**config.mk**
```make
export PLATFORM = sky130hd
export DESIGN_NAME = ehc_capture_flat
export DESIGN_NICKNAME = d
export VERILOG_FILES = /design/src/hdl/ethernet_header_classifier_defines.svh /design/src/hdl/ehc_pkg.sv /design/src/hdl/ehc_intf.sv /design/src/hdl/ehc_capture.sv /design/src/flat_wrapper.sv
export SDC_FILE = /design/constraint.sdc
export NUM_CORES = 1
export LEC_CHECK = 0
export BUFFER_PORTS_ARGS = -buffer_cell sky130_fd_sc_hd__buf_2
export CAP_MARGIN = 0
export CORE_UTILIZATION = 51
export CTS_BUF_LIST = sky130_fd_sc_hd__clkbuf_8
export DETAILED_ROUTE_END_ITERATION = 10
export GPL_TIMING_DRIVEN = 0
export PLACE_DENSITY_LB_ADDON = 0.08
export SYNTH_ARGS = -nofsm -noshare
export SYNTH_HDL_FRONTEND = slang
export SYNTH_SLANG_ARGS = --single-unit
export TNS_END_PERCENT = 5
```
**constraint.sdc**
```tcl
create_clock -name clk -period 3.1 [get_ports clk]
set_input_delay 0.31 -clock clk [delete_from_list [all_inputs] [get_ports clk]]
set_output_delay 0.31 -clock clk [all_outputs]
set_load 0.01 [all_outputs]
```
**src/hdl/ethernet_header_classifier_defines.svh**
```systemverilog
// ----------------------------------------------------------------------------
// Ethernet header classifier - assertion macros
// Shared property shorthands, clocked on clk and disabled during reset.
// ----------------------------------------------------------------------------
`ifndef ETHERNET_HEADER_CLASSIFIER_DEFINES_SVH
`define ETHERNET_HEADER_CLASSIFIER_DEFINES_SVH

// same-cycle implication
`define EHC_ASSERT_NOW(lbl, ante, cons, msg) \
	lbl: assert property (@(posedge clk) disable iff (!arst_n) (ante) |-> (cons)) \
		else $error(msg);

// next-cycle implication
`define EHC_ASSERT_NEXT(lbl, ante, cons, msg) \
	lbl: assert property (@(posedge clk) disable iff (!arst_n) (ante) |=> (cons)) \
		else $error(msg);

`endif

```
**src/hdl/ehc_pkg.sv**
```systemverilog
// ----------------------------------------------------------------------------
// Ethernet header classifier - package
// Capture window, header byte offsets, class codes and shared types.
// ----------------------------------------------------------------------------
package ehc_pkg;

	// capture window: frame bytes CapFirst .. CapEnd-1
	localparam int unsigned CapFirst = 12;
	localparam int unsigned CapEnd   = 58;
	localparam int unsigned CapLen   = CapEnd - CapFirst;
	localparam int unsigned PosW     = $clog2(CapEnd + 1);
	localparam int unsigned IdxW     = $clog2(CapLen);

	localparam int unsigned ClsW  = 5;
	localparam int unsigned KindW = 2;
	localparam int unsigned AddrW = 64;

	// element 0 is frame byte CapFirst; ascending so a slice reads big-endian
	typedef logic [0:CapLen-1][7:0] hdr_t;
	typedef logic [ClsW-1:0]        cls_t;
	typedef logic [KindW-1:0]       kind_t;
	typedef logic [AddrW-1:0]       addr_t;

	// protocol classes
	localparam cls_t ClsNone   = 5'd0;
	localparam cls_t ClsArp    = 5'd1;
	localparam cls_t ClsIpv4   = 5'd2;
	localparam cls_t ClsIpv6   = 5'd3;
	localparam cls_t ClsTcp    = 5'd4;
	localparam cls_t ClsUdp    = 5'd5;
	localparam cls_t ClsIcmp   = 5'd6;
	localparam cls_t ClsIgmp   = 5'd7;
	localparam cls_t ClsHttp   = 5'd8;
	localparam cls_t ClsFtpCtl = 5'd9;
	localparam cls_t ClsFtpDat = 5'd10;
	localparam cls_t ClsSsh    = 5'd11;
	localparam cls_t ClsDns    = 5'd12;
	localparam cls_t ClsSmtp   = 5'd13;
	localparam cls_t ClsPop3   = 5'd14;
	localparam cls_t ClsHttps  = 5'd15;
	localparam cls_t ClsTelnet = 5'd16;

	// address kinds
	localparam kind_t KindNone = 2'd0;
	localparam kind_t KindIpv4 = 2'd1;
	localparam kind_t KindIpv6 = 2'd2;

endpackage

```
**src/hdl/ehc_intf.sv**
```systemverilog
// ----------------------------------------------------------------------------
// Ethernet header classifier - channel interfaces
// Valid/ready channels for frame bytes in and classification results out.
// ----------------------------------------------------------------------------
interface ehc_in_if;
	logic       valid;
	logic       ready;
	logic [7:0] data_byte;
	logic       frame_end;

	modport source (output valid, output data_byte, output frame_end, input ready);
	modport sink   (input valid, input data_byte, input frame_end, output ready);
endinterface


```
**src/hdl/ehc_capture.sv**
```systemverilog
// ----------------------------------------------------------------------------
// Ethernet header classifier - header capture
// Counts frame bytes, keeps bytes 12..57 and flags a finished frame.
// ----------------------------------------------------------------------------
module ehc_capture import ehc_pkg::*; (
	input  logic clk,
	input  logic arst_n,
	ehc_in_if.sink frame,
	input  logic advance,
	output logic pending,
	output hdr_t hdr
);

	logic [PosW-1:0] pos_q;
	logic            pend_q;
	logic [7:0]      store_q [CapLen];
	logic [CapLen-1:0] vld_q;
	logic            accept;
	logic            in_win;
	logic [IdxW-1:0] widx;

	assign frame.ready = !pend_q || advance;
	assign accept      = frame.valid && frame.ready;
	assign in_win      = (pos_q >= PosW'(CapFirst)) && (pos_q < PosW'(CapEnd));
	assign widx        = IdxW'(pos_q - PosW'(CapFirst));
	assign pending     = pend_q;

	always_ff @(posedge clk) begin
		if (accept && in_win) begin
			store_q[widx] <= frame.data_byte;
		end
	end

	// drop the whole capture once the frame result is loaded into the result slot
	always_ff @(posedge clk or negedge arst_n) begin
		if (!arst_n) begin
			vld_q <= '0;
		end else begin
			if (advance) begin
				vld_q <= '0;
			end
			if (accept && in_win) begin
				vld_q[widx] <= 1'b1;
			end
		end
	end

	always_ff @(posedge clk or negedge arst_n) begin
		if (!arst_n) begin
			pos_q  <= '0;
			pend_q <= 1'b0;
		end else begin
			if (accept) begin
				if (frame.frame_end) begin
					pos_q <= '0;
				end else if (pos_q < PosW'(CapEnd)) begin
					pos_q <= pos_q + PosW'(1);
				end
			end
			if (accept && frame.frame_end) begin
				pend_q <= 1'b1;
			end else if (advance) begin
				pend_q <= 1'b0;
			end
		end
	end

	// bytes not received read as zero
	always_comb begin
		for (int k = 0; k < CapLen; k++) begin
			hdr[k] = vld_q[k] ? store_q[k] : 8'h00;
		end
	end

endmodule

```
**src/flat_wrapper.sv**
```systemverilog
// flat-port wrapper written by rule: the top's interface ports become plain ports
module ehc_capture_flat import ehc_pkg::*;
  (clk, arst_n, advance, pending, hdr, frame_valid, frame_data_byte, frame_frame_end, frame_ready);
  ehc_in_if frame_i ();
  input  logic clk;
  input  logic arst_n;
  input  logic advance;
  output logic pending;
  output hdr_t hdr;
  input wire logic [$bits(frame_i.valid)-1:0] frame_valid;
  input wire logic [$bits(frame_i.data_byte)-1:0] frame_data_byte;
  input wire logic [$bits(frame_i.frame_end)-1:0] frame_frame_end;
  output wire logic [$bits(frame_i.ready)-1:0] frame_ready;
  assign frame_i.valid = frame_valid;
  assign frame_i.data_byte = frame_data_byte;
  assign frame_i.frame_end = frame_frame_end;
  assign frame_ready = frame_i.ready;
  ehc_capture u_core (.clk(clk), .arst_n(arst_n), .frame(frame_i), .advance(advance), .pending(pending), .hdr(hdr));
endmodule
```
# Yosys cells after proc, flatten, opt, wreduce, memory -nomap -nowiden

Memory sizes are Yosys's and may differ from the RTL's.
Index checks and enable logic that the tools add are counted.

Bits in registers: 53
Memory bits (writable): 368
Memories kept: 1

$add $sub $neg: 2
Order comparisons: 4
Muxes and demuxes: 56
Bitwise gates (word level): 1
Reduce and logical (&&, ||, !) cells: 10

Memory list:

| memory         | words | bits a word | read ports | clocked after memory_dff | write ports | RTL line          | text |
|---|---|---|---|---|---|---|---|
| u_core.store_q | 46    | 8           | 46         | 0                        | 1           | ehc_capture.sv:16 | `logic [7:0] store_q [CapLen];` |

Operators with widths:

| kind                                                                                | count |
|---|---|
| 8-bit two-way mux                                                                   | 46 |
| 46-bit two-way mux                                                                  | 2 |
| 46-bit OR                                                                           | 1 |
| 6-bit two-way mux                                                                   | 2 |
| 6-bit by 7-bit < comparator with 1-bit output, second input constant                | 1 |
| 6-bit by 1-bit adder with 6-bit output, second input constant                       | 1 |
| 1-bit demux with 6-bit select                                                       | 1 |
| 6-bit by 1-bit greater-or-equal comparator with 1-bit output, second input constant | 1 |
| 6-bit by 4-bit greater-or-equal comparator with 1-bit output, second input constant | 1 |
| 6-bit < comparator, second input constant                                           | 1 |
| 6-bit by 4-bit subtractor with 6-bit output, second input constant                  | 1 |
| 1-bit logical AND                                                                   | 5 |
| 1-bit two-way mux                                                                   | 5 |
| 2-bit nonzero test                                                                  | 2 |
| 2-bit AND reduction                                                                 | 1 |
| 1-bit logical NOT                                                                   | 1 |
| 1-bit logical OR                                                                    | 1 |

# Logic depth before layout (Yosys ltp)

Depth after elaboration: 7
Depth in mapped cells: 7
Depth with buffers taken out: 6

# Least setup slack after synthesis

OpenSTA, ideal clock, no wires.

Kind: reg-to-reg
Start: reg u_core.pos_q[2]
End: mem u_core.store_q[41][0] (enable)
Setup time: 370 ps
Arrival time: 1971 ps
Required time: 2730 ps
Setup slack: 759 ps
Cell stages (with the launch flop): 8
Period minus slack after synthesis: 2341 ps
Path through: dfrtp_1 > buf_2 > inv_1 > ha_1 > a21o_1 > a2111oi_4 > nand2_1 > nor2_1

Cells in the longest elaborated chain, start to end: 5

Ends and longest elaborated chain:

| what                                                                                               | RTL line          | text |
|---|---|---|
| start: declaration                                                                                 | ehc_capture.sv:14 | `logic [PosW-1:0] pos_q;` |
| start signal: assignment                                                                           | ehc_capture.sv:57 | `pos_q <= pos_q + PosW'(1);` |
| 6-bit by 4-bit greater-or-equal comparator with 1-bit output or 6-bit < comparator (tied branches) | ehc_capture.sv:24 | `assign in_win = (pos_q >= PosW'(CapFirst)) && (pos_q < PosW'(CapEnd));` |
| 1-bit logical AND                                                                                  | ehc_capture.sv:24 |  |
| 1-bit logical AND                                                                                  | ehc_capture.sv:29 | `if (accept && in_win) begin` |
| 1-bit two-way mux                                                                                  | ehc_capture.sv:29 |  |
| 1-bit two-way mux (not written as such)                                                            | ehc_capture.sv:30 | `store_q[widx] <= frame.data_byte;` |
| end: declaration                                                                                   | ehc_capture.sv:16 |  |

Parallel ways exist; a longest one is shown, timed or not.

# Worst setup path in the final report

Start: reg u_core.pos_q[3]
End: mem u_core.store_q[44][3] (enable)

Same word-level chain as after synthesis.

==> results.md <==
- Mux share of post-synthesis cell area: less than 1%
- Clk sink count: around 420
- Setup TNS: 0 ns
- H-tree Lvls: 3
- Max Slew Vio Count: 0
- DPL Wire Length: around 25000 microns
- Reg-to-reg critical path endpoint: u_core.store_q[44][3]$_DFFE_PP_
- Post-Route WL: 40000 microns
- Die area: around 32000 sq um
- NumNets Final: roughly 1500
- Skew-Pair Late Insertion Delay: 0.57 ns
- Total Routing Usage GR: between 20 and 25%
- WL met1: around 17000 microns
- # port buffers: ~380
- Met3 Wirelength: 3000 microns
- Simple-gate portion of the synthesized area: ~17%
- Min-Delay Path Class: input pin to flop
- Post-route DRC: 0
- Core area: between 30000 and 40000 sq um
- Post-DP Area: around 18000 sq um
- Synth area leader: edfxtp_1
- Fillers: 2386
- Core Rows: between 60 and 70
- Placer Congestion: 0.886
- Static Leak: between 0.008 and 0.009 uW
- Peak VDD IR: ~0.46 mV
- Synth Flop Type: edfxtp_1
- Psw: about 2300 uW
- IO Count: approximately 380
- Final antenna-violating net count: 0
- Gate Count Post-Synth: between 1000 and 1500
- CP required: between 3 and 4 ns
- Max-cap viol count: 0
- Crit path max fanout: 10
- Slew HR: between 15 and 20%
- Worst setup endpoint: u_core.store_q[44][3]$_DFFE_PP_
- Max Freq: 0.339 GHz
- Flops & latches, synth: 421
- Complex-gate fraction of the synthesized area: roughly 3.2%
- Clk pin slew, worst setup/hold paths: 0.07 ns
- CTS tree: built
- Total Power: 10700 uW
- Via density per instance: approximately 5
- Max layer used: met5
- Register area share after synthesis: 77.6%
- Switching share of power: between 20% and 30%
- PwrDens: 544 nW/um^2
- XOR/XNOR Fraction of Synth Area: 0%
- Synthesis-to-finish area growth: 22.7%
- Post-Place Setup Slack: ~0.18 ns
- DR pass1 iterations: 5
- Post-synth top area share: between 60% and 70%
- Die Ht: approximately 180 microns
- Adder-Cell Fraction of Synth Area: less than 1%
- Synthesized area per cell: ~16 sq um
- Synth Warn #: 0
- Antenna cells: 0
- Initial antenna violation count: 1
- Effective utilization at floorplan: around 52%
- Clock root cell: clkbuf_8
- Status: completed
- Fin. Hold Viols: 0
- Die width: ~180 microns
- Logic pwr share: around 2.0%
- EDFF count, synth: 368
- Fin crit period: 2.95 ns
- GR Overflow Total: 0
- DR WL/cell: about 21 microns
- Tcrit/Tclk final: a little over nine tenths
- Area contributors post-synth: edfxtp_1 (69%), and2_1 (14%), dfrtp_1 (8.3%), o22ai_1 (1.8%), inv_1 (1.3%)
- Ys async rst share: ~13%
- Endpoints failing setup: 0
- Setup bufs post-CTS: 0
- Pin count of the biggest net entering global routing: 54
- Post-Syn Nets: about 1000
- Reg2reg setup slack: roughly 0.15 ns
- Cell internal pwr: approximately 8400 uW
- First-iteration detailed-routing DRC count: between 500 and 600
- Final Worst Setup Slack: 0.151 ns
- Clock Path Buffers: 3
- CTS Buf Count: 67
- RR Startpoint: u_core.pos_q[3]$_DFFE_PN0P_
- Post-Synthesis Cell Area: around 16000 sq um
- Crit path DAT: 3.12 ns
- CP startpoint kind: flop
- Reg power frac: between 50% and 60%
- Finished Core Util: between 60% and 70%
- Crit. Startpoint: u_core.pos_q[3]$_DFFE_PN0P_
- Register Area: 12400 sq um
- Synth unique cells: 37
- Worst Skew: roughly 0.032 ns
- Clock share of power: roughly two fifths
- Global-route wire length before repair: ~57000 microns
- Layout cells sized above 1: approximately a third
- Main combinational cell family by area after synthesis: simple AND/OR/NAND/NOR gates
- Worst-margin pin slew: between 1 and 1.5 ns
- Final cell area excluding filler cells: between 15000 and 20000 sq um
- Via count of the first global-routing pass: a little over 9000
- Met2 WL: roughly 20000 microns
- Worst Setup End Kind: flop
- Total vias in the final route: between 9000 and 10000
- Footprint of the multi-input gates: approximately 3300 sq um
- RSZ-0062 raised after global routing: false
- Worst R2R Path Depth: 7
- Crit path kind: flop to flop
worst max-delay path, cell delays in order (launching register included):
cell     delay, ns
dfrtp_1       0.51
ha_1          0.30
buf_4         0.19
nand3_1       0.07
mux2i_1       0.32
a22oi_4       0.22
buf_2         0.32
nor2_1        0.61
worst min path at each step:
stage                                 from                          end  slack, ns  depth (start not counted)
2_1_floorplan                       arst_n   u_core.pending$_DFFE_PN0P_       0.01                          0
3_3_place_gp   u_core.pos_q[0]$_DFFE_PN0P_  u_core.pos_q[0]$_DFFE_PN0P_       0.61                          1
3_5_place_dp   u_core.pos_q[0]$_DFFE_PN0P_  u_core.pos_q[0]$_DFFE_PN0P_       0.62                          1
4_1_cts                             arst_n    u_core.vld_q[5]$_DFF_PN0_       0.06                          1
5_1_grt                    frame_frame_end  u_core.pos_q[5]$_DFFE_PN0P_       0.14                          3
6_report                   frame_frame_end  u_core.pos_q[5]$_DFFE_PN0P_       0.13                          3
per-layer routing:
metal | up-vias | GRT usage, %
li1 | 4502 | -
met1 | 4755 | 32.2
met2 | 372 | 40.6
met3 | 69 | 6.66
met4 | 2 | 7.56
met5 | - | 0
power by group through the flow:
stage | sequential [uW] | clock [uW] | combinational [uW]
global route | 6190 | 4590 | 224
finish | 6190 | 4260 | 208
global placement | 6300 | 0 | 208
CTS | 6190 | 4350 | 212
detailed placement | 6300 | 0 | 211
floorplan | 6300 | 0 | 55.9
repair_timing:
item	4_1_cts	5_1_grt
setup endpoints to repair	0	8
hold endpoints to repair	0	53
gates resized for setup	0	1
hold buffers	0	1
synthesized netlist by cell type (all sizes together) (5+ instances only):
cell      n
a21oi     6
o22ai    46
clkbuf    5
nor2     51
edfxtp  368
buf      12
o21ai     6
inv      54
nand2    22
and2    369
dfrtp    53
kinds of logic after synthesis:
kind of cell / Yosys count
buffers and inverters: 71
multiplexers: 2
adder cells (fa/ha/maj): 4
AO/OA/AOI/OAI: 71
AND/OR/NAND/NOR: 458
flip-flops: 421
cells in the final DEF, fill, tap and decap left out, types with 4 or more instances in the layout:
| cell | instances |
|---|---|
| o22ai_1 | 46 |
| nand2_1 | 20 |
| buf_2 | 392 |
| nor3_1 | 4 |
| o21ai_0 | 6 |
| clkbuf_1 | 5 |
| nor2_1 | 50 |
| clkinv_2 | 6 |
| dfrtp_1 | 53 |
| and2_1 | 369 |
| edfxtp_1 | 368 |
| inv_1 | 74 |
| a21oi_1 | 5 |
| ha_1 | 4 |
| clkinv_1 | 17 |
| clkbuf_8 | 74 |
cell type report:
cell class | instances | area share [%]
sequential | 421 | 63.2
multi-input combinational | 535 | 16.8
timing repair buffer | 383 | 9.83
clock buffer | 74 | 5.20
tap | 396 | 2.53
inverter | 54 | 1.04
clock inverter | 45 | 0.940
buffer | 17 | 0.416
state kept, by name, indices dropped and copies added, names as in the netlist:
signal          flops
u_core.store_q    368
u_core.vld_q       46
u_core.pos_q        6
u_core.pending      1
per-stage QoR:
| step | instances | hold slack [ns] |
|---|---|---|
| 2_1_floorplan | 1027 | 0.0144 |
| 3_5_place_dp | 1805 | 0.617 |
| 5_1_grt | 1925 | 0.137 |
| 3_3_place_gp | 1805 | 0.610 |
| 4_1_cts | 1924 | 0.0569 |
| 6_report | 1925 | 0.130 |
(Power assumes the default switching activity.)
